$ cat src/rtl/csis_pkg.sv
// ----------------------------------------------------------------------------
// csis_pkg
// Types and character codes shared by the C source identifier scanner.
// ----------------------------------------------------------------------------
package csis_pkg;

    typedef enum logic [3:0] {
        MODE_TOP      = 4'd0,
        MODE_STR      = 4'd1,
        MODE_STR_ESC  = 4'd2,
        MODE_SLASH    = 4'd3,
        MODE_CMT      = 4'd4,
        MODE_CMT_STAR = 4'd5,
        MODE_IDENT    = 4'd6,
        MODE_DEC      = 4'd7,
        MODE_FRAC     = 4'd8,
        MODE_EXP      = 4'd9,
        MODE_EXP_SIGN = 4'd10,
        MODE_EXP_DIG  = 4'd11,
        MODE_ZERO     = 4'd12,
        MODE_HEX      = 4'd13,
        MODE_OCT      = 4'd14
    } mode_t;

    typedef enum logic [1:0] {
        KIND_ECHO = 2'd0,
        KIND_CHAR = 2'd1,
        KIND_END  = 2'd2
    } kind_t;

    typedef struct packed {
        kind_t       kind;
        logic [7:0]  data;
        logic [7:0]  len;
        logic        ovf;
        logic        last;
    } res_t;

    typedef struct packed {
        logic v0;
        logic v1;
        res_t r0;
        res_t r1;
    } push_t;

    typedef struct packed {
        mode_t      mode;
        logic       quote_dbl;
        logic [7:0] count;
        logic       too_long;
    } scan_state_t;

    localparam scan_state_t STATE_RESET = '{MODE_TOP, 1'b0, 8'd0, 1'b0};

    localparam logic [0:0] REG_COPY_MODE = 1'b0;

    localparam logic [7:0] CH_DQUOTE = 8'h22;
    localparam logic [7:0] CH_SQUOTE = 8'h27;
    localparam logic [7:0] CH_STAR   = 8'h2A;
    localparam logic [7:0] CH_PLUS   = 8'h2B;
    localparam logic [7:0] CH_MINUS  = 8'h2D;
    localparam logic [7:0] CH_DOT    = 8'h2E;
    localparam logic [7:0] CH_SLASH  = 8'h2F;
    localparam logic [7:0] CH_0      = 8'h30;
    localparam logic [7:0] CH_7      = 8'h37;
    localparam logic [7:0] CH_9      = 8'h39;
    localparam logic [7:0] CH_UA     = 8'h41;
    localparam logic [7:0] CH_UF     = 8'h46;
    localparam logic [7:0] CH_UX     = 8'h58;
    localparam logic [7:0] CH_UZ     = 8'h5A;
    localparam logic [7:0] CH_BSLASH = 8'h5C;
    localparam logic [7:0] CH_UNDER  = 8'h5F;
    localparam logic [7:0] CH_LA     = 8'h61;
    localparam logic [7:0] CH_LE     = 8'h65;
    localparam logic [7:0] CH_LF     = 8'h66;
    localparam logic [7:0] CH_LX     = 8'h78;
    localparam logic [7:0] CH_LZ     = 8'h7A;

    function automatic logic is_dec(input logic [7:0] c);
        return (c >= CH_0) && (c <= CH_9);
    endfunction

    function automatic logic is_oct(input logic [7:0] c);
        return (c >= CH_0) && (c <= CH_7);
    endfunction

    function automatic logic is_hex(input logic [7:0] c);
        return is_dec(c) || ((c >= CH_LA) && (c <= CH_LF)) || ((c >= CH_UA) && (c <= CH_UF));
    endfunction

    function automatic logic is_id_start(input logic [7:0] c);
        return ((c >= CH_LA) && (c <= CH_LZ)) || ((c >= CH_UA) && (c <= CH_UZ))
            || (c == CH_UNDER);
    endfunction

endpackage

$ cat src/rtl/c_source_identifier_scanner.sv
// ----------------------------------------------------------------------------
// c_source_identifier_scanner
// Streams C source bytes and reports identifiers, optionally echoing the
// rest of the text.
//
// Input words (s_source_byte, s_end_of_file) enter a one-word input register
// and are scanned one per cycle by the lexical state machine. Each word
// yields zero, one or two result words (echoed byte, identifier character,
// identifier end marker with length and overflow); m_last_of_run marks the
// final result word of an input word. Results pass from the input register
// into a four-word queue and are offered from there; one input word per
// cycle is sustained while each yields at most one result and m_ready stays
// high. A stalled receiver fills the queue; the scanner then holds the input
// register and drops s_ready. Reset returns the scanner to top level, empties
// the queue and clears copy_mode. copy_mode is written through the APB port
// at address 0; the user must do so only while the stream is idle, as the
// block itself does not enforce it.
// ----------------------------------------------------------------------------
module c_source_identifier_scanner #(
    parameter int unsigned MAX_IDENT_LEN = 256
) (
    input  logic        aclk,
    input  logic        aresetn,
    input  logic        psel,
    input  logic        penable,
    input  logic        pwrite,
    input  logic [1:0]  paddr,
    input  logic [31:0] pwdata,
    output logic [31:0] prdata,
    output logic        pready,
    input  logic        s_valid,
    output logic        s_ready,
    input  logic [7:0]  s_source_byte,
    input  logic        s_end_of_file,
    output logic        m_valid,
    input  logic        m_ready,
    output logic [1:0]  m_item_kind,
    output logic [7:0]  m_out_byte,
    output logic [7:0]  m_ident_length,
    output logic        m_ident_overflow,
    output logic        m_last_of_run
);

    localparam int unsigned KEEP_LIMIT = (MAX_IDENT_LEN - 1 > 255) ? 255 : MAX_IDENT_LEN - 1;

    logic                  copy_mode_reg;
    logic                  in_valid_reg;
    logic [7:0]            in_byte_reg;
    logic                  in_eof_reg;
    csis_pkg::scan_state_t state_reg;
    csis_pkg::scan_state_t state_next;
    csis_pkg::push_t       push;
    csis_pkg::res_t        rd_data;
    logic                  room;
    logic                  advance;

    assign pready  = 1'b1;
    assign prdata  = {31'd0, copy_mode_reg};
    assign advance = in_valid_reg && room;
    assign s_ready = !in_valid_reg || advance;

    always_ff @(posedge aclk) begin
        if (!aresetn) begin
            copy_mode_reg <= 1'b0;
        end else if (psel && penable && pwrite && paddr == {1'b0, csis_pkg::REG_COPY_MODE}) begin
            copy_mode_reg <= pwdata[0];
        end
    end

    always_ff @(posedge aclk) begin
        if (!aresetn) begin
            in_valid_reg <= 1'b0;
            state_reg    <= csis_pkg::STATE_RESET;
        end else begin
            if (s_ready) begin
                in_valid_reg <= s_valid;
            end
            if (advance) begin
                state_reg <= state_next;
            end
        end
    end

    always_ff @(posedge aclk) begin
        if (s_valid && s_ready) begin
            in_byte_reg <= s_source_byte;
            in_eof_reg  <= s_end_of_file;
        end
    end

    csis_step #(
        .KEEP_LIMIT(KEEP_LIMIT)
    ) u_step (
        .copy_mode(copy_mode_reg),
        .c        (in_byte_reg),
        .eof      (in_eof_reg),
        .st       (state_reg),
        .st_next  (state_next),
        .push     (push)
    );

    csis_out_fifo u_fifo (
        .aclk    (aclk),
        .aresetn (aresetn),
        .wr_en   (advance),
        .push    (push),
        .room    (room),
        .rd_valid(m_valid),
        .rd_ready(m_ready),
        .rd_data (rd_data)
    );

    assign m_item_kind      = rd_data.kind;
    assign m_out_byte       = rd_data.data;
    assign m_ident_length   = rd_data.len;
    assign m_ident_overflow = rd_data.ovf;
    assign m_last_of_run    = rd_data.last;

    a_count_limit: assert property (@(posedge aclk) disable iff (!aresetn)
        state_reg.count <= KEEP_LIMIT[7:0])
        else $error("identifier count above limit");

    a_eof_to_top: assert property (@(posedge aclk) disable iff (!aresetn)
        advance && in_eof_reg |=> state_reg == csis_pkg::STATE_RESET)
        else $error("end of file did not return scanner to top level");

    a_second_needs_first: assert property (@(posedge aclk) disable iff (!aresetn)
        advance && push.v1 |-> push.v0 && push.r0.kind == csis_pkg::KIND_END
            || advance && push.v1 && copy_mode_reg)
        else $error("two results without end marker or echo");

endmodule

$ cat src/rtl/csis_step.sv
// ----------------------------------------------------------------------------
// csis_step
// Lexical state transition for one source byte: next scanner state and up
// to two result words.
// ----------------------------------------------------------------------------
module csis_step #(
    parameter int unsigned KEEP_LIMIT = 255
) (
    input  logic                  copy_mode,
    input  logic [7:0]            c,
    input  logic                  eof,
    input  csis_pkg::scan_state_t st,
    output csis_pkg::scan_state_t st_next,
    output csis_pkg::push_t       push
);

    localparam logic [7:0] LIMIT = KEEP_LIMIT[7:0];

    csis_pkg::scan_state_t mid;
    csis_pkg::res_t        a;
    csis_pkg::res_t        b;
    logic                  a_v;
    logic                  b_v;
    logic                  go_top;
    logic                  is_id;

    always_comb begin
        mid    = st;
        a      = '{csis_pkg::KIND_ECHO, c, 8'd0, 1'b0, 1'b0};
        a_v    = 1'b0;
        go_top = 1'b0;
        is_id  = csis_pkg::is_id_start(c) || csis_pkg::is_dec(c);

        if (eof) begin
            if (st.mode == csis_pkg::MODE_IDENT) begin
                a   = '{csis_pkg::KIND_END, 8'd0, st.count, st.too_long, 1'b0};
                a_v = 1'b1;
            end
            mid = csis_pkg::STATE_RESET;
        end else begin
            unique case (st.mode)
                csis_pkg::MODE_STR: begin
                    a_v = copy_mode;
                    if (c == (st.quote_dbl ? csis_pkg::CH_DQUOTE : csis_pkg::CH_SQUOTE)) begin
                        mid.mode = csis_pkg::MODE_TOP;
                    end else if (c == csis_pkg::CH_BSLASH) begin
                        mid.mode = csis_pkg::MODE_STR_ESC;
                    end
                end
                csis_pkg::MODE_STR_ESC: begin
                    a_v      = copy_mode;
                    mid.mode = csis_pkg::MODE_STR;
                end
                csis_pkg::MODE_SLASH: begin
                    if (c == csis_pkg::CH_STAR) begin
                        a_v      = copy_mode;
                        mid.mode = csis_pkg::MODE_CMT;
                    end else begin
                        go_top = 1'b1;
                    end
                end
                csis_pkg::MODE_CMT, csis_pkg::MODE_CMT_STAR: begin
                    a_v = copy_mode;
                    if (st.mode == csis_pkg::MODE_CMT_STAR && c == csis_pkg::CH_SLASH) begin
                        mid.mode = csis_pkg::MODE_TOP;
                    end else if (c == csis_pkg::CH_STAR) begin
                        mid.mode = csis_pkg::MODE_CMT_STAR;
                    end else begin
                        mid.mode = csis_pkg::MODE_CMT;
                    end
                end
                csis_pkg::MODE_IDENT: begin
                    if (is_id) begin
                        if (st.count < LIMIT) begin
                            mid.count = st.count + 8'd1;
                            a.kind    = csis_pkg::KIND_CHAR;
                            a_v       = 1'b1;
                        end else begin
                            mid.too_long = 1'b1;
                        end
                    end else begin
                        a            = '{csis_pkg::KIND_END, 8'd0, st.count, st.too_long, 1'b0};
                        a_v          = 1'b1;
                        mid.count    = 8'd0;
                        mid.too_long = 1'b0;
                        go_top       = 1'b1;
                    end
                end
                csis_pkg::MODE_DEC: begin
                    if (c == csis_pkg::CH_DOT) begin
                        a_v      = copy_mode;
                        mid.mode = csis_pkg::MODE_FRAC;
                    end else if (c == csis_pkg::CH_LE) begin
                        a_v      = copy_mode;
                        mid.mode = csis_pkg::MODE_EXP;
                    end else if (csis_pkg::is_dec(c)) begin
                        a_v = copy_mode;
                    end else begin
                        go_top = 1'b1;
                    end
                end
                csis_pkg::MODE_FRAC: begin
                    if (c == csis_pkg::CH_LE) begin
                        a_v      = copy_mode;
                        mid.mode = csis_pkg::MODE_EXP;
                    end else if (csis_pkg::is_dec(c)) begin
                        a_v = copy_mode;
                    end else begin
                        go_top = 1'b1;
                    end
                end
                csis_pkg::MODE_EXP: begin
                    if (c == csis_pkg::CH_PLUS || c == csis_pkg::CH_MINUS) begin
                        a_v      = copy_mode;
                        mid.mode = csis_pkg::MODE_EXP_SIGN;
                    end else if (csis_pkg::is_dec(c)) begin
                        a_v      = copy_mode;
                        mid.mode = csis_pkg::MODE_EXP_DIG;
                    end else begin
                        go_top = 1'b1;
                    end
                end
                csis_pkg::MODE_EXP_SIGN: begin
                    if (csis_pkg::is_dec(c)) begin
                        a_v      = copy_mode;
                        mid.mode = csis_pkg::MODE_EXP_DIG;
                    end else begin
                        go_top = 1'b1;
                    end
                end
                csis_pkg::MODE_EXP_DIG: begin
                    a_v    = copy_mode && csis_pkg::is_dec(c);
                    go_top = !csis_pkg::is_dec(c);
                end
                csis_pkg::MODE_ZERO: begin
                    if (c == csis_pkg::CH_LX || c == csis_pkg::CH_UX) begin
                        a_v      = copy_mode;
                        mid.mode = csis_pkg::MODE_HEX;
                    end else if (csis_pkg::is_oct(c)) begin
                        a_v      = copy_mode;
                        mid.mode = csis_pkg::MODE_OCT;
                    end else begin
                        go_top = 1'b1;
                    end
                end
                csis_pkg::MODE_HEX: begin
                    a_v    = copy_mode && csis_pkg::is_hex(c);
                    go_top = !csis_pkg::is_hex(c);
                end
                csis_pkg::MODE_OCT: begin
                    a_v    = copy_mode && csis_pkg::is_oct(c);
                    go_top = !csis_pkg::is_oct(c);
                end
                default: begin
                    go_top = 1'b1;
                end
            endcase
        end

        // rescan at top level
        st_next = mid;
        b       = '{csis_pkg::KIND_ECHO, c, 8'd0, 1'b0, 1'b0};
        b_v     = 1'b0;
        if (go_top) begin
            st_next.mode = csis_pkg::MODE_TOP;
            b_v          = copy_mode;
            if (c == csis_pkg::CH_DQUOTE || c == csis_pkg::CH_SQUOTE) begin
                st_next.quote_dbl = (c == csis_pkg::CH_DQUOTE);
                st_next.mode      = csis_pkg::MODE_STR;
            end else if (c == csis_pkg::CH_SLASH) begin
                st_next.mode = csis_pkg::MODE_SLASH;
            end else if (csis_pkg::is_id_start(c)) begin
                st_next.too_long = 1'b0;
                st_next.count    = 8'd1;
                st_next.mode     = csis_pkg::MODE_IDENT;
                b.kind           = csis_pkg::KIND_CHAR;
                b_v              = 1'b1;
            end else if (csis_pkg::is_dec(c)) begin
                st_next.mode = (c == csis_pkg::CH_0) ? csis_pkg::MODE_ZERO
                                                      : csis_pkg::MODE_DEC;
            end
        end

        push.v0      = a_v || b_v;
        push.v1      = a_v && b_v;
        push.r0      = a_v ? a : b;
        push.r0.last = !(a_v && b_v);
        push.r1      = b;
        push.r1.last = 1'b1;
    end

endmodule

$ cat src/rtl/csis_out_fifo.sv
// ----------------------------------------------------------------------------
// csis_out_fifo
// Four-word result queue; takes up to two words per cycle, gives one.
// ----------------------------------------------------------------------------
module csis_out_fifo (
    input  logic            aclk,
    input  logic            aresetn,
    input  logic            wr_en,
    input  csis_pkg::push_t push,
    output logic            room,
    output logic            rd_valid,
    input  logic            rd_ready,
    output csis_pkg::res_t  rd_data
);

    csis_pkg::res_t mem_reg [4];
    logic [1:0]     wr_ptr_reg;
    logic [1:0]     rd_ptr_reg;
    logic [2:0]     count_reg;
    logic [1:0]     wr_ptr_next;
    logic [1:0]     rd_ptr_next;
    logic [2:0]     count_next;
    logic           pop;
    logic [1:0]     n_push;

    assign pop      = rd_valid && rd_ready;
    assign rd_valid = (count_reg != 3'd0);
    assign rd_data  = mem_reg[rd_ptr_reg];
    assign room     = (count_reg <= 3'd2);

    always_comb begin
        n_push      = wr_en ? ({1'b0, push.v0} + {1'b0, push.v1}) : 2'd0;
        wr_ptr_next = wr_ptr_reg + n_push;
        rd_ptr_next = rd_ptr_reg + {1'b0, pop};
        count_next  = count_reg + {1'b0, n_push} - {2'b00, pop};
    end

    always_ff @(posedge aclk) begin
        if (!aresetn) begin
            wr_ptr_reg <= 2'd0;
            rd_ptr_reg <= 2'd0;
            count_reg  <= 3'd0;
        end else begin
            wr_ptr_reg <= wr_ptr_next;
            rd_ptr_reg <= rd_ptr_next;
            count_reg  <= count_next;
        end
    end

    always_ff @(posedge aclk) begin
        if (wr_en && push.v0) begin
            mem_reg[wr_ptr_reg] <= push.r0;
        end
        if (wr_en && push.v1) begin
            mem_reg[wr_ptr_reg + 2'd1] <= push.r1;
        end
    end

endmodule

$ cat config.mk
export PLATFORM = sky130hd
export DESIGN_NAME = c_source_identifier_scanner
export DESIGN_NICKNAME = d
export VERILOG_FILES = /design/src/rtl/csis_pkg.sv /design/src/rtl/c_source_identifier_scanner.sv /design/src/rtl/csis_step.sv /design/src/rtl/csis_out_fifo.sv
export SDC_FILE = /design/constraint.sdc
export NUM_CORES = 1
export LEC_CHECK = 0
export BUFFER_PORTS_ARGS = -buffer_cell sky130_fd_sc_hd__buf_2
export CAP_MARGIN = 20
export CORE_UTILIZATION = 55
export CTS_CLUSTER_SIZE = 28
export DETAILED_ROUTE_END_ITERATION = 6
export PLACE_DENSITY = 0.79
export SETUP_SLACK_MARGIN = 0.5
export SLEW_MARGIN = 5
export SYNTH_ARGS = -nofsm -noshare
export SYNTH_HDL_FRONTEND = slang
export SYNTH_SLANG_ARGS = --single-unit
$ cat constraint.sdc
create_clock -name aclk -period 4.5 [get_ports aclk]
set_input_delay 0.675 -clock aclk [delete_from_list [all_inputs] [get_ports aclk]]
set_output_delay 0.675 -clock aclk [all_outputs]
set_load 0.02 [all_outputs]
## Word level (Yosys, flattened, before mapping)

Memories as Yosys holds them, arrays and structs flattened. A register that Yosys moved wholly into a read port is not among the register bits.
Cells that the tools add are included.
W data, S select, Z words.

| word-level totals | value |
|---|---|
| RAM bits | 80 |
| register bits | 32 |
| memories kept | 1 |
| output and inout port bits | 55 |
| bits of input ports | 50 |

| cells by class | value |
|---|---|
| reduce and logical (&&, ||, !) cells | 40 |
| order comparisons | 11 |
| add/sub/neg operators | 7 |
| equality and inequality tests | 31 |
| multiplexer cells | 73 |

Memories:

| memory | depth | bits a word | read ports | clocked after memory_dff | write ports | line | text |
|---|---|---|---|---|---|---|---|
| u_fifo.mem_reg | 4 | 20 | 1 | 1 | 2 | csis_out_fifo.sv:16 | `csis_pkg::res_t mem_reg [4];` |

Operators by type and width:

| cell | number |
|---|---|
| $mux W20 | 4 |
| $eq A8 B6 Y1 const B | 8 |
| $mux W4 | 16 |
| $mux W9 | 6 |
| $eq A8 B7 Y1 const B | 5 |
| $pmux W4 S9 | 1 |
| $mux W1 | 34 |
| $le A8 B7 Y1 const B | 4 |
| $eq A4 B4 Y1 const B | 7 |
| $pmux W1 S11 | 2 |
| $logic_and A1 B1 Y1 | 19 |
| $mux W18 | 1 |
| $eq A4 B3 Y1 const B | 4 |
| $ge A8 B7 Y1 const B | 2 |
| $le A8 B6 Y1 const B | 2 |
| $mux W14 | 1 |
| $mux W2 | 6 |
| $reduce_bool A11 Y1 | 1 |
| $logic_or A1 B1 Y1 | 10 |
| $ne A5 B2 Y1 const B | 2 |
| $add A8 B1 Y8 const B | 1 |
| $eq A4 B2 Y1 const B | 2 |
| $eq A8 B8 Y1 | 1 |
| $ge A8 B6 Y1 const B | 1 |
| 18 further kinds | 22 |

## Depth between registers and ports, before layout

Gate-level depths: netlist of run 1.

| logic depth | value |
|---|---|
| depth after elaboration | 14 |
| gate-level depth with buffers | 16 |
| mapped depth without buffers | 15 |

## Hierarchy

A second synthesis of run 1 with hierarchy kept.

| unflattened totals | value |
|---|---|
| cells, all modules | 614 |
| area, all modules | 7180.6 um^2 |

By module, submodules not included:

| module | instances | area each (um^2) | cells each |
|---|---|---|---|
| csis_out_fifo | 1 | 4356.7 | 246 |
| csis_step | 1 | 1650.3 | 252 |
| c_source_identifier_scanner | 1 | 1173.6 | 116 |

## Worst setup path before layout of run 1

No wires, ideal clock.

| path | value |
|---|---|
| path type | register to register |
| start point | register in_byte_reg[7] |
| end point | register u_fifo.count_reg[2] |
| buffers on the path | 0 |
| data arrival time | 3790 ps |
| path slack | 595 ps |
| required time | 4385 ps |
| period minus slack after synthesis | 3905 ps |
| stages on the path, launching flop included | 14 |
| cell sequence | edfxtp_1 or4b_4 or4_4 a32oi_2 nor3b_4 nand3_4 and2_2 ha_1 nand2_1 ha_1 fa_1 xor2_1 xnor2_1 and2_1 |

| between the ends | value |
|---|---|
| longest elaborated chain between the ends | 14 |
| elaborated cells between the ends (all ways) | 70 |

RTL lines:

| item | line | text |
|---|---|---|
| start: declaration | c_source_identifier_scanner.sv:48 | `logic [7:0] in_byte_reg;` |
| start signal: assignment | c_source_identifier_scanner.sv:86 | `in_byte_reg <= s_source_byte;` |
| $ge A8 B7 Y1 / $le A8 B7 Y1 (equally long branches) | csis_pkg.sv:88, csis_pkg.sv:92 |  |
| $logic_and A1 B1 Y1 | csis_pkg.sv:92 | `return ((c >= CH_LA) && (c <= CH_LZ)) \|\| ((c >= CH_UA) && (c <= CH_UZ))` |
| $logic_or A1 B1 Y1 | csis_pkg.sv:92 |  |
| $logic_or A1 B1 Y1 | csis_pkg.sv:93 | `\|\| (c == CH_UNDER);` |
| $logic_or A1 B1 Y1 | csis_step.sv:32 | `is_id = csis_pkg::is_id_start(c) \|\| csis_pkg::is_dec(c);` |
| $mux W1 | csis_step.sv:73 | `if (is_id) begin` |
| $pmux W1 S11 | csis_step.sv:41 | `unique case (st.mode)` |
| $mux W1 | csis_step.sv:34 | `if (eof) begin` |
| $mux W1 | csis_step.sv:164 | `if (go_top) begin` |
| $logic_or A1 B1 Y1 / $logic_and A1 B1 Y1 (equally long branches) | csis_step.sv:184, csis_step.sv:185 |  |
| $add A1 B1 Y2 (*) | csis_out_fifo.sv:32 | `n_push = wr_en ? ({1'b0, push.v0} + {1'b0, push.v1}) : 2'd0;` |
| $mux W2 (*) | csis_out_fifo.sv:32 |  |
| $add A3 B2 Y3 (*) | csis_out_fifo.sv:35 | `count_next = count_reg + {1'b0, n_push} - {2'b00, pop};` |
| $sub A3 B1 Y3 (*) | csis_out_fifo.sv:35 |  |
| end signal: assignment | csis_out_fifo.sv:46 | `count_reg <= count_next;` |
| end: declaration | csis_out_fifo.sv:19 | `logic [2:0] count_reg;` |

Mark *: on every way between the ends. The rest lies on a longest branch, timed or not.
A chain may end at the register's enable or synchronous reset.

## Final worst setup path of run 1

| path | value |
|---|---|
| start point | register in_byte_reg[6] |
| end point | register u_fifo.count_reg[2] |

Same word-level chain as after synthesis.

==> run_results.csv, run 1 <==
group,metric,value,unit
run_status,outcome,"finished, final reports clean",
cts,cts_max_level,3,
worst_setup_path,r2r-start,"in_byte_reg[6]",
min_path,hold_path.class,"primary input to flop",
global_route,grt_max_degree,22,
sta,setup_viol,0,
yosys,synth_common_cells,"67 x dfxtp_1, 45 x edfxtp_1, 41 x nand2_1, 41 x nor2_1, 40 x and2_1",
power,p_seq_share,48.7,%
floorplanning,die_h,106.8,um
routing,drt-total-wl,13.64,mm
cts,cts.sinks,112,
routing,vias_per_cell,6.058,
worst_setup_path,r2r_slack,0.65,ns
yosys,synth_top_area_cell,"edfxtp_1",
min_path,worstHoldStart,"s_source_byte[0]",
power,clockPowerShare,28.4,%
placed_design,io_buffer_count,41,
worst_setup_path,slowest_delay,0.59,ns
floorplanning,die_area,11410,um2
global_route,track_usage,24.70,%
cts,tritoncts,"done",
power,ir_drop,0.0003982,V
cells_and_area,fin_nets,699,
yosys,synth_ff_type,"dfxtp_1",
sta,rsz0062_at_grt,"no",
power,combPwrFrac,22.9,%
sta,clock_skew,0.01829,ns
global_route,antenna_found_initial,0,
worst_setup_path,path_buf_inv,1,
power,p_leak,2.492,nW
floorplanning,io_pins,105,
cells_and_area,largest_register_ffs,80,
placed_design,dp.cells,757,
cts,numCtsBuffers,9,
sta,worst_pin_slew,1.090,ns
sta,maxSlewViolCount,0,
job,cap_violations,0,
worst_setup_path,arrival,4.13,ns
sta,finalCritPeriodShare,85.51,%
cts,hold_buffers,0,
global_route,grt_pass1_wl,22.12,mm
placed_design,dp_hpwl,9.307,mm
floorplanning,coreArea,10510,um2
routing,ant_nets,0,
worst_setup_path,crit_type,"flop to flop",
sta,setup_ws,0.6521,ns
worst_setup_path,start_kind,"flop",
yosys,synth-edff-count,45,
power,p_int,1.634,mW
yosys,syn_area,6045,um2
floorplanning,rows,37,
sta,fmax,0.2599,GHz
cts,path_clk_slew,0.11,ns
yosys,synthDistinctLibCells,75,
routing,wl_per_cell,17.46,um
routing,drtIter0Drc,413,
worst_setup_path,worstPathMaxFanout,5,
cells_and_area,num_antenna_cells,0,
worst_setup_path,crit_chain,"or4b_4 > or4_4 > a32oi_2 > nor3b_4 > nand3_4 > and2_4 > ha_4 > and3_4 > ha_2 > inv_1 > fa_2 > xor2_1 > xnor2_1 > and2_1",
worst_setup_path,slowest_stage,"or4b_4",
yosys,ys_seq_area_share,44.55,%
cells_and_area,final_util,63.21,%
power,sw_frac_of_total,30.38,%
sta,post-route-min-period,3.848,ns
worst_setup_path,cp_top_family,"simple AND/OR/NAND/NOR gates",
power,p_sw,713.1,uW
cells_and_area,drive_above_1_share,21.24,%
placed_design,gp_routability_congestion,0.9012,
yosys,synth-seq-cells,112,
floorplanning,start_util,57.52,%
sta,relSlewSlack,27.25,%
yosys,yosys_warnings,0,
sta,finalHoldViolations,0,
routing,drc,0,
cts,cts.root.buffer_cell,"clkbuf_8",
worst_setup_path,end_kind,"flop",
global_route,grt_pass1_vias,4411,
yosys,async_flop_share,0,%
yosys,syn_avg_cell_area,10.12,um2
cts,cts_buffer_depth,2,
worst_setup_path,required,4.78,ns
floorplanning,fp.dieW,106.8,um
global_route,grt_overflow_total,0,
power,power_density,353.3,nW/um2
worst_setup_path,r2r_end,"u_fifo.count_reg[2]",
yosys,yosysTopAreaCellShare,22.36,%
cells_and_area,final_cells,781,
cells_and_area,areaGrowthSynthToFinish,9.894,%
worst_setup_path,reg2reg_depth,14,
routing,vias,4731,
min_path,min_to,"in_byte_reg[0]",
yosys,synthMostInstantiatedCell,"dfxtp_1",
placed_design,dp_slack,0.3315,ns
routing,dr.pass1.iters,6,
cts,clk_latency,0.38,ns
sta,finalSetupTns,0,ns
yosys,syn_inst,597,
min_path,hold_depth,1,
yosys,synth_area_leaders,"edfxtp_1 22%, dfxtp_1 22%, mux4_2 7.5%",
-- per-stage QoR --
stage	power (mW)	hold WS [ns]	instance area [um2]
finish	2.347	0.4643	6643
global route	2.452	0.4422	6643
CTS	2.351	0.4522	6575
floorplan	1.582	0.4321	6157
global placement	1.679	0.4484	6317
detailed placement	1.694	0.4600	6317
-- cells in the final DEF, fill, tap and decap left out, drive strengths merged, types with 6 or more instances in the layout --
master / instances
o21ai: 24
buf: 73
a31oi: 10
nand2: 41
and2: 45
nand3: 20
edfxtp: 45
mux4: 20
a22o: 36
a21oi: 20
nand2b: 7
ha: 8
nor2: 42
o22ai: 6
inv: 22
nor3: 12
or3: 7
conb: 32
clkbuf: 10
dfxtp: 67
-- power by group through the flow --
stage          logic, mW  clock network (mW)  registers, mW
6_report           0.537               0.667           1.14
5_1_grt            0.594               0.709           1.15
4_1_cts            0.532               0.674           1.14
3_5_place_dp       0.527                   0           1.17
3_3_place_gp       0.514                   0           1.17
2_1_floorplan      0.441                   0           1.14
-- worst max-delay path by stage --
| stage | start | end | depth (start not counted) |
|---|---|---|---|
| 2_1_floorplan | in_byte_reg[7] | u_fifo.count_reg[2] | 13 |
| 3_3_place_gp | in_byte_reg[7] | u_fifo.count_reg[2] | 13 |
| 3_5_place_dp | in_byte_reg[7] | u_fifo.count_reg[2] | 13 |
| 4_1_cts | in_byte_reg[1] | u_fifo.count_reg[2] | 15 |
| 5_1_grt | in_byte_reg[6] | u_fifo.mem_reg[1][15] | 15 |
| 6_report | in_byte_reg[6] | u_fifo.count_reg[2] | 14 |
-- per-layer routing --
layer	wire (um)	GRT usage (%)
met2	6659	40.65
met5	0	0
met1	6031	33.90
met3	737	3.343
met4	211	7.534
-- cell families after synthesis --
logic type      count (synthesis)  synth area share, %
xor+xnor                        8                1.159
fa+ha+maj                       9                1.987
flops                         112                44.55
mux                            24                8.114
other cells                     2               0.1242
compound gates                137                16.71
simple gates                  214                19.58
buf+inv                        91                7.783
-- worst reg2reg max path: stages, from the launching register on --
cell and delay, ns:
edfxtp_1 0.41, or4b_4 0.59, or4_4 0.57, a32oi_2 0.21, nor3b_4 0.28, nand3_4 0.10, and2_4 0.17, ha_4 0.26
and3_4 0.18, ha_2 0.16, inv_1 0.05, fa_2 0.35, xor2_1 0.16, xnor2_1 0.12, and2_1 0.15
-- area by class of cell --
type | count | area (um2)
fillers | 819 | 3866
multi-input cells | 424 | 3027
flip-flops and latches | 112 | 2693
repair buffers | 73 | 445.4
well taps | 136 | 170.2
clock buffers | 10 | 148.9
clock inverters | 6 | 83.83
inverters | 20 | 75.07
-- timing repair --
| item | in CTS | in global routing |
|---|---|---|
| pin swaps | 1 | 6 |
| gates resized for setup | 1 | 7 |
| buffers inserted | 3 | 5 |
| endpoints found under the setup margin | 9 | 24 |
(Power assumes the default switching activity.)
==> run 2, diff against run 1 <==
--- a/config.mk
+++ b/config.mk
@@ -7,6 +7,7 @@
 export LEC_CHECK = 0
 export BUFFER_PORTS_ARGS = -buffer_cell sky130_fd_sc_hd__buf_2
 export CAP_MARGIN = 20
+export CORE_ASPECT_RATIO = 1.4
 export CORE_UTILIZATION = 55
 export CTS_CLUSTER_SIZE = 28
 export DETAILED_ROUTE_END_ITERATION = 6
==> run 2 against run 1 <==
Compared with the run above: sequential power about the same; sequential cell count unchanged; highest routed layer unchanged; global-route usage increased by 0.58 points; core utilization increased by 0.53 points; final cell count increased by 0.13%; largest power group unchanged; maximum frequency decreased by 2.5%; wire length increased by 2.6%; combinational power about the same; die area about the same; setup slack got worse by 0.10 ns.
==> run_results.csv, run 2 (synthesis gave the netlist of run 1 again) <==
group,metric,value,unit
floorplanning,start_util,57.48,%
cells_and_area,drive_above_1_share,20.65,%
routing,dr.pass1.iters,5,
cells_and_area,nFillCells,824,
floorplanning,die_h,126.0,um
cts,cts_max_level,3,
cts,path_clk_slew,0.07,ns
cells_and_area,fin_nets,698,
cts,cts.sinks,112,
min_path,worstHoldStart,"state_reg[9]",
global_route,grt_max_degree,22,
sta,finalHoldViolations,0,
routing,ant_nets,0,
sta,fmax,0.2533,GHz
power,p_leak,2.536,nW
power,power_density,378.3,nW/um2
routing,drtIter0Drc,402,
floorplanning,fp.dieW,90.60,um
cts,clk_latency,0.35,ns
worst_setup_path,slowest_stage,"or4b_4",
power,total_power,2.536,mW
min_path,hold_depth,1,
cts,cts.root.buffer_cell,"clkbuf_16",
job,cap_violations,0,
cells_and_area,final_util,63.74,%
worst_setup_path,slowest_delay,0.59,ns
cells_and_area,final_cells,782,
routing,drc,0,
worst_setup_path,crit_chain,"or4b_4 > or4_4 > a32oi_2 > nor3b_4 > nand3_4 > and2_2 > ha_2 > and3_4 > ha_1 > inv_1 > fa_1 > xor2_1 > xnor2_1 > and2_1",
routing,drt-total-wl,14.00,mm
sta,clock_skew,0.007732,ns
global_route,grt_pass1_wl,22.80,mm
sta,post-route-min-period,3.948,ns
power,ir_drop,0.0001678,V
floorplanning,die_area,11420,um2
sta,finalSetupTns,0,ns
cts,hold_buffers,0,
global_route,antenna_found_initial,0,
worst_setup_path,r2r-start,"in_byte_reg[7]",
sta,rsz0062_at_grt,"yes",
sta,holdWs,0.4714,ns
cts,numCtsBuffers,9,
floorplanning,io_pins,105,
cells_and_area,num_antenna_cells,0,
worst_setup_path,crit_type,"flop to flop",
sta,worst_pin_slew,1.063,ns
worst_setup_path,required,4.75,ns
placed_design,io_buffer_count,41,
cells_and_area,final_cell_mix,"67 x dfxtp_1, 45 x edfxtp_1, 41 x nand2_1, 41 x buf_2",
routing,vias_per_cell,6.128,
global_route,grt_pass1_vias,4576,
worst_setup_path,r2r_slack,0.55,ns
cells_and_area,final_common_cell,"dfxtp_1",
cells_and_area,areaGrowthSynthToFinish,10.89,%
placed_design,gp_routability_congestion,0.8873,
worst_setup_path,start_kind,"flop",
sta,maxSlewViolCount,0,
cts,cts_buffer_depth,2,
min_path,hold_path.class,"flop to flop",
worst_setup_path,reg2reg_depth,14,
min_path,min_to,"state_reg[9]",
sta,setup_viol,0,
cells_and_area,largest_register_ffs,80,
global_route,track_usage,25.28,%
placed_design,dp_hpwl,9.847,mm
worst_setup_path,arrival,4.20,ns
worst_setup_path,r2r_end,"u_fifo.count_reg[2]",
floorplanning,coreArea,10520,um2
run_status,outcome,"finished, final reports clean",
routing,wl_per_cell,17.90,um
cts,tritoncts,"done",
routing,vias,4792,
worst_setup_path,end_kind,"flop",
sta,relSlewSlack,29.02,%
sta,finalCritPeriodShare,87.73,%
worst_setup_path,worstPathMaxFanout,6,
floorplanning,rows,44,
placed_design,dp.cells,758,
global_route,grt_overflow_total,0,
==> run 2: layout make-up <==
| type | count | area [um2] | share of cell area [%] |
|---|---|---|---|
| Clock inverter | 6 | 70.07 | 1.045 |
| Sequential cell | 112 | 2693 | 40.17 |
| Inverter | 20 | 75.07 | 1.120 |
| Clock buffer | 10 | 250.2 | 3.733 |
| Tap cell | 138 | 172.7 | 2.576 |
| Multi-Input combinational cell | 424 | 3004 | 44.82 |
| Timing Repair Buffer | 72 | 437.9 | 6.534 |
==> run 2: critical path: cells and delay by family (launching register included) <==
family | cells | cell delay, ns
xor+xnor | 2 | 0.29
compound gates | 1 | 0.21
buf+inv | 1 | 0.05
flops | 1 | 0.39
simple gates | 7 | 2.06
fa+ha+maj | 3 | 0.83
==> run 2: stage by stage <==
| step | setup slack (ns) | cell area, um2 |
|---|---|---|
| final | 0.5522 | 6703 |
| after global routing | 0.4246 | 6703 |
| after CTS | 0.5167 | 6655 |
| after detailed placement | 0.3906 | 6312 |
| after global placement | 0.4488 | 6312 |
| after floorplan | 0.5948 | 6157 |
==> run 2: metal layers <==
metal  wire length [um]  track usage (%)
met1               5426            29.36
met2               7314            44.83
met3                823            3.925
met4                435            12.90
met5                  0                0
==> run 2: worst max-delay path by stage <==
stage / from / endpoint / slack (ns)
after floorplan: in_byte_reg[7] / u_fifo.count_reg[2] / 0.59
after global placement: in_byte_reg[6] / u_fifo.count_reg[2] / 0.45
after detailed placement: in_byte_reg[6] / u_fifo.count_reg[2] / 0.39
after CTS: in_byte_reg[4] / u_fifo.count_reg[2] / 0.52
after global routing: in_byte_reg[7] / u_fifo.count_reg[2] / 0.42
final: in_byte_reg[7] / u_fifo.count_reg[2] / 0.55
==> run 2: report_power, final <==
group,internal (mW),total [mW],switching [mW]
clock,0.473,0.854,0.380
combinational,0.234,0.540,0.306
sequential,1.10,1.14,0.0469
==> run 2: repair_timing <==
action | 4_1_cts | 5_1_grt
gates resized for setup | 0 | 4
endpoints found under the setup margin | 2 | 37
pin swaps | 0 | 4
buffers inserted | 3 | 5
endpoints found under the hold margin | 0 | 0
==> run 3, diff against run 2 <==
==> constraint.sdc (replaced) <==
create_clock -name aclk -period 4.5 [get_ports aclk]
set_input_delay 0.45 -clock aclk [delete_from_list [all_inputs] [get_ports aclk]]
set_output_delay 0.45 -clock aclk [all_outputs]
set_load 0.02 [all_outputs]
==> run 3 against run 2 <==
Compared with the run above: via count shrank 0.15%; setup slack gained 0.058 ns; core utilization grew 0.25 points; final area grew 0.39%; sequential share of layout area shrank 0.16 points; maximum frequency grew 1.5%; total power shrank 1.7%; combinational power grew 3.9%; sequential power is essentially flat; clock power shrank 7.6%; wire length shrank 1.6%; worst hold slack lost 0.21 ns; critical path type unchanged; largest cell class unchanged; largest power group unchanged.
==> run_results.csv, run 3 (synthesis gave the netlist of run 1 again) <==
group,metric,value,unit
min_path,hold_path.class,"primary input to flop",
cells_and_area,nFillCells,825,
cells_and_area,largest_register_ffs,80,
routing,wl_per_cell,17.50,um
cells_and_area,fin_nets,703,
cts,numCtsBuffers,9,
global_route,track_usage,24.89,%
power,ir_drop,0.0001640,V
sta,holdWs,0.2620,ns
sta,relSlewSlack,27.07,%
floorplanning,coreArea,10520,um2
placed_design,gp_routability_congestion,0.8896,
routing,dr.pass1.iters,5,
global_route,grt_use_met1,29.15,%
cts,cts.root.buffer_cell,"clkbuf_16",
worst_setup_path,end_kind,"flop",
sta,finalHoldViolations,0,
cts,path_clk_slew,0.08,ns
floorplanning,io_pins,105,
power,p_leak,2.550,nW
routing,vias_per_cell,6.080,
sta,fmax,0.2571,GHz
worst_setup_path,worstPathMaxFanout,4,
job,cap_violations,0,
cts,cts_buffer_depth,2,
routing,drtIter0Drc,329,
cells_and_area,final_common_cell,"dfxtp_1",
global_route,antenna_found_initial,0,
routing,ant_nets,0,
power,combPwrFrac,22.5,%
sta,finalCritPeriodShare,86.45,%
global_route,grt_pass1_wl,22.65,mm
cells_and_area,final_cell_mix,"67 x dfxtp_1, 45 x edfxtp_1, 41 x buf_2",
power,p_sw,757.3,uW
sta,maxSlewViolCount,0,
cells_and_area,num_antenna_cells,0,
placed_design,io_buffer_count,41,
run_status,outcome,"finished, final reports clean",
floorplanning,fp.dieW,90.60,um
global_route,grt_max_degree,22,
power,clockPowerShare,31.7,%
sta,finalSetupTns,0,ns
worst_setup_path,startpoint,"in_byte_reg[7]",
routing,drc,0,
power,power_density,370.3,nW/um2
sta,post-route-min-period,3.890,ns
sta,setup_ws,0.6099,ns
cts,clk_latency,0.36,ns
cts,hold_buffers,0,
worst_setup_path,arrival,4.14,ns
sta,rsz0062_at_grt,"yes",
global_route,busiest_layer,"met2",
power,p_int,1.734,mW
global_route,grt_overflow_total,0,
global_route,grt_pass1_vias,4626,
placed_design,dp_hpwl,9.650,mm
worst_setup_path,crit_type,"flop to flop",
worst_setup_path,start_kind,"flop",
min_path,worstHoldStart,"s_source_byte[1]",
cts,cts.sinks,112,
sta,clock_skew,0.01021,ns
routing,drt-total-wl,13.77,mm
cells_and_area,drive_above_1_share,21.57,%
floorplanning,rows,44,
cts,tritoncts,"done",
sta,setup_viol,0,
cells_and_area,areaGrowthSynthToFinish,11.32,%
routing,vias,4785,
placed_design,dp_slack,0.4018,ns
cts,cts_max_level,3,
global_route,grtUsageMet2,44.30,%
worst_setup_path,required,4.75,ns
floorplanning,die_area,11420,um2
floorplanning,die_h,126.0,um
power,p_seq_share,45.8,%
worst_setup_path,r2r-start,"in_byte_reg[7]",
floorplanning,start_util,57.48,%
power,sw_frac_of_total,30.40,%
sta,worst_pin_slew,1.093,ns
global_route,met3_usage,3.744,%
## run 3: power groups by stage
| stage | registers, mW | clock network [mW] | logic [mW] |
|---|---|---|---|
| global placement | 1.17 | 0 | 0.516 |
| detailed placement | 1.17 | 0 | 0.530 |
| global route | 1.15 | 0.836 | 0.615 |
| finish | 1.14 | 0.789 | 0.561 |
| floorplan | 1.14 | 0 | 0.441 |
| CTS | 1.14 | 0.792 | 0.543 |
## run 3: through the flow
step | cell area [um2] | total power, mW | utilization, % | std cells
after floorplan | 6157 | 1.582 | - | 627
after global placement | 6312 | 1.684 | 60.03 | 758
after detailed placement | 6312 | 1.701 | 60.03 | 758
after CTS | 6651 | 2.479 | 63.26 | 779
after global routing | 6729 | 2.600 | 63.99 | 787
final | 6729 | 2.491 | 63.99 | 787
## run 3: per-layer routing
layer  wire length (um)  vias to the layer above
li1                   -                     2231
met3                778                       48
met5                  0                        -
met4                445                        0
met2               7102                      228
met1               5444                     2278
## run 3: worst paths after layout
check	endpoint	slack, ns	cells past startpoint
max reg2reg	u_fifo.count_reg[2]	0.61	14
min reg2reg	state_reg[9]	0.48	1
min	in_byte_reg[1]	0.26	1
max	u_fifo.count_reg[2]	0.61	14
## run 3: worst max-delay path, stage by stage (launching register included)
cell and delay (ns):
edfxtp_1 0.40, or4b_4 0.58, or4_4 0.53, a32oi_2 0.20, nor3b_4 0.29, nand3_4 0.11, and2_2 0.20, ha_2 0.31
and3_1 0.19, ha_1 0.15, inv_1 0.05, fa_2 0.35, xor2_2 0.16, xnor2_1 0.12, and2_1 0.15
## run 3: cell type report
class	instances	area [um2]	share of cell area, %
Timing Repair Buffer	77	475.5	7.066
Clock buffer	9	225.2	3.347
Inverter	20	75.07	1.116
Tap cell	138	172.7	2.566
Clock inverter	7	76.32	1.134
Sequential cell	112	2693	40.01
Multi-Input combinational cell	424	3012	44.76
## run 3: timing repair
| action | 4_1_cts | 5_1_grt |
|---|---|---|
| cloned | 0 | 0 |
| gates resized for setup | 0 | 5 |
| pin swaps | 0 | 3 |
| buffers inserted | 5 | 8 |
| endpoints found under the setup margin | 9 | 44 |
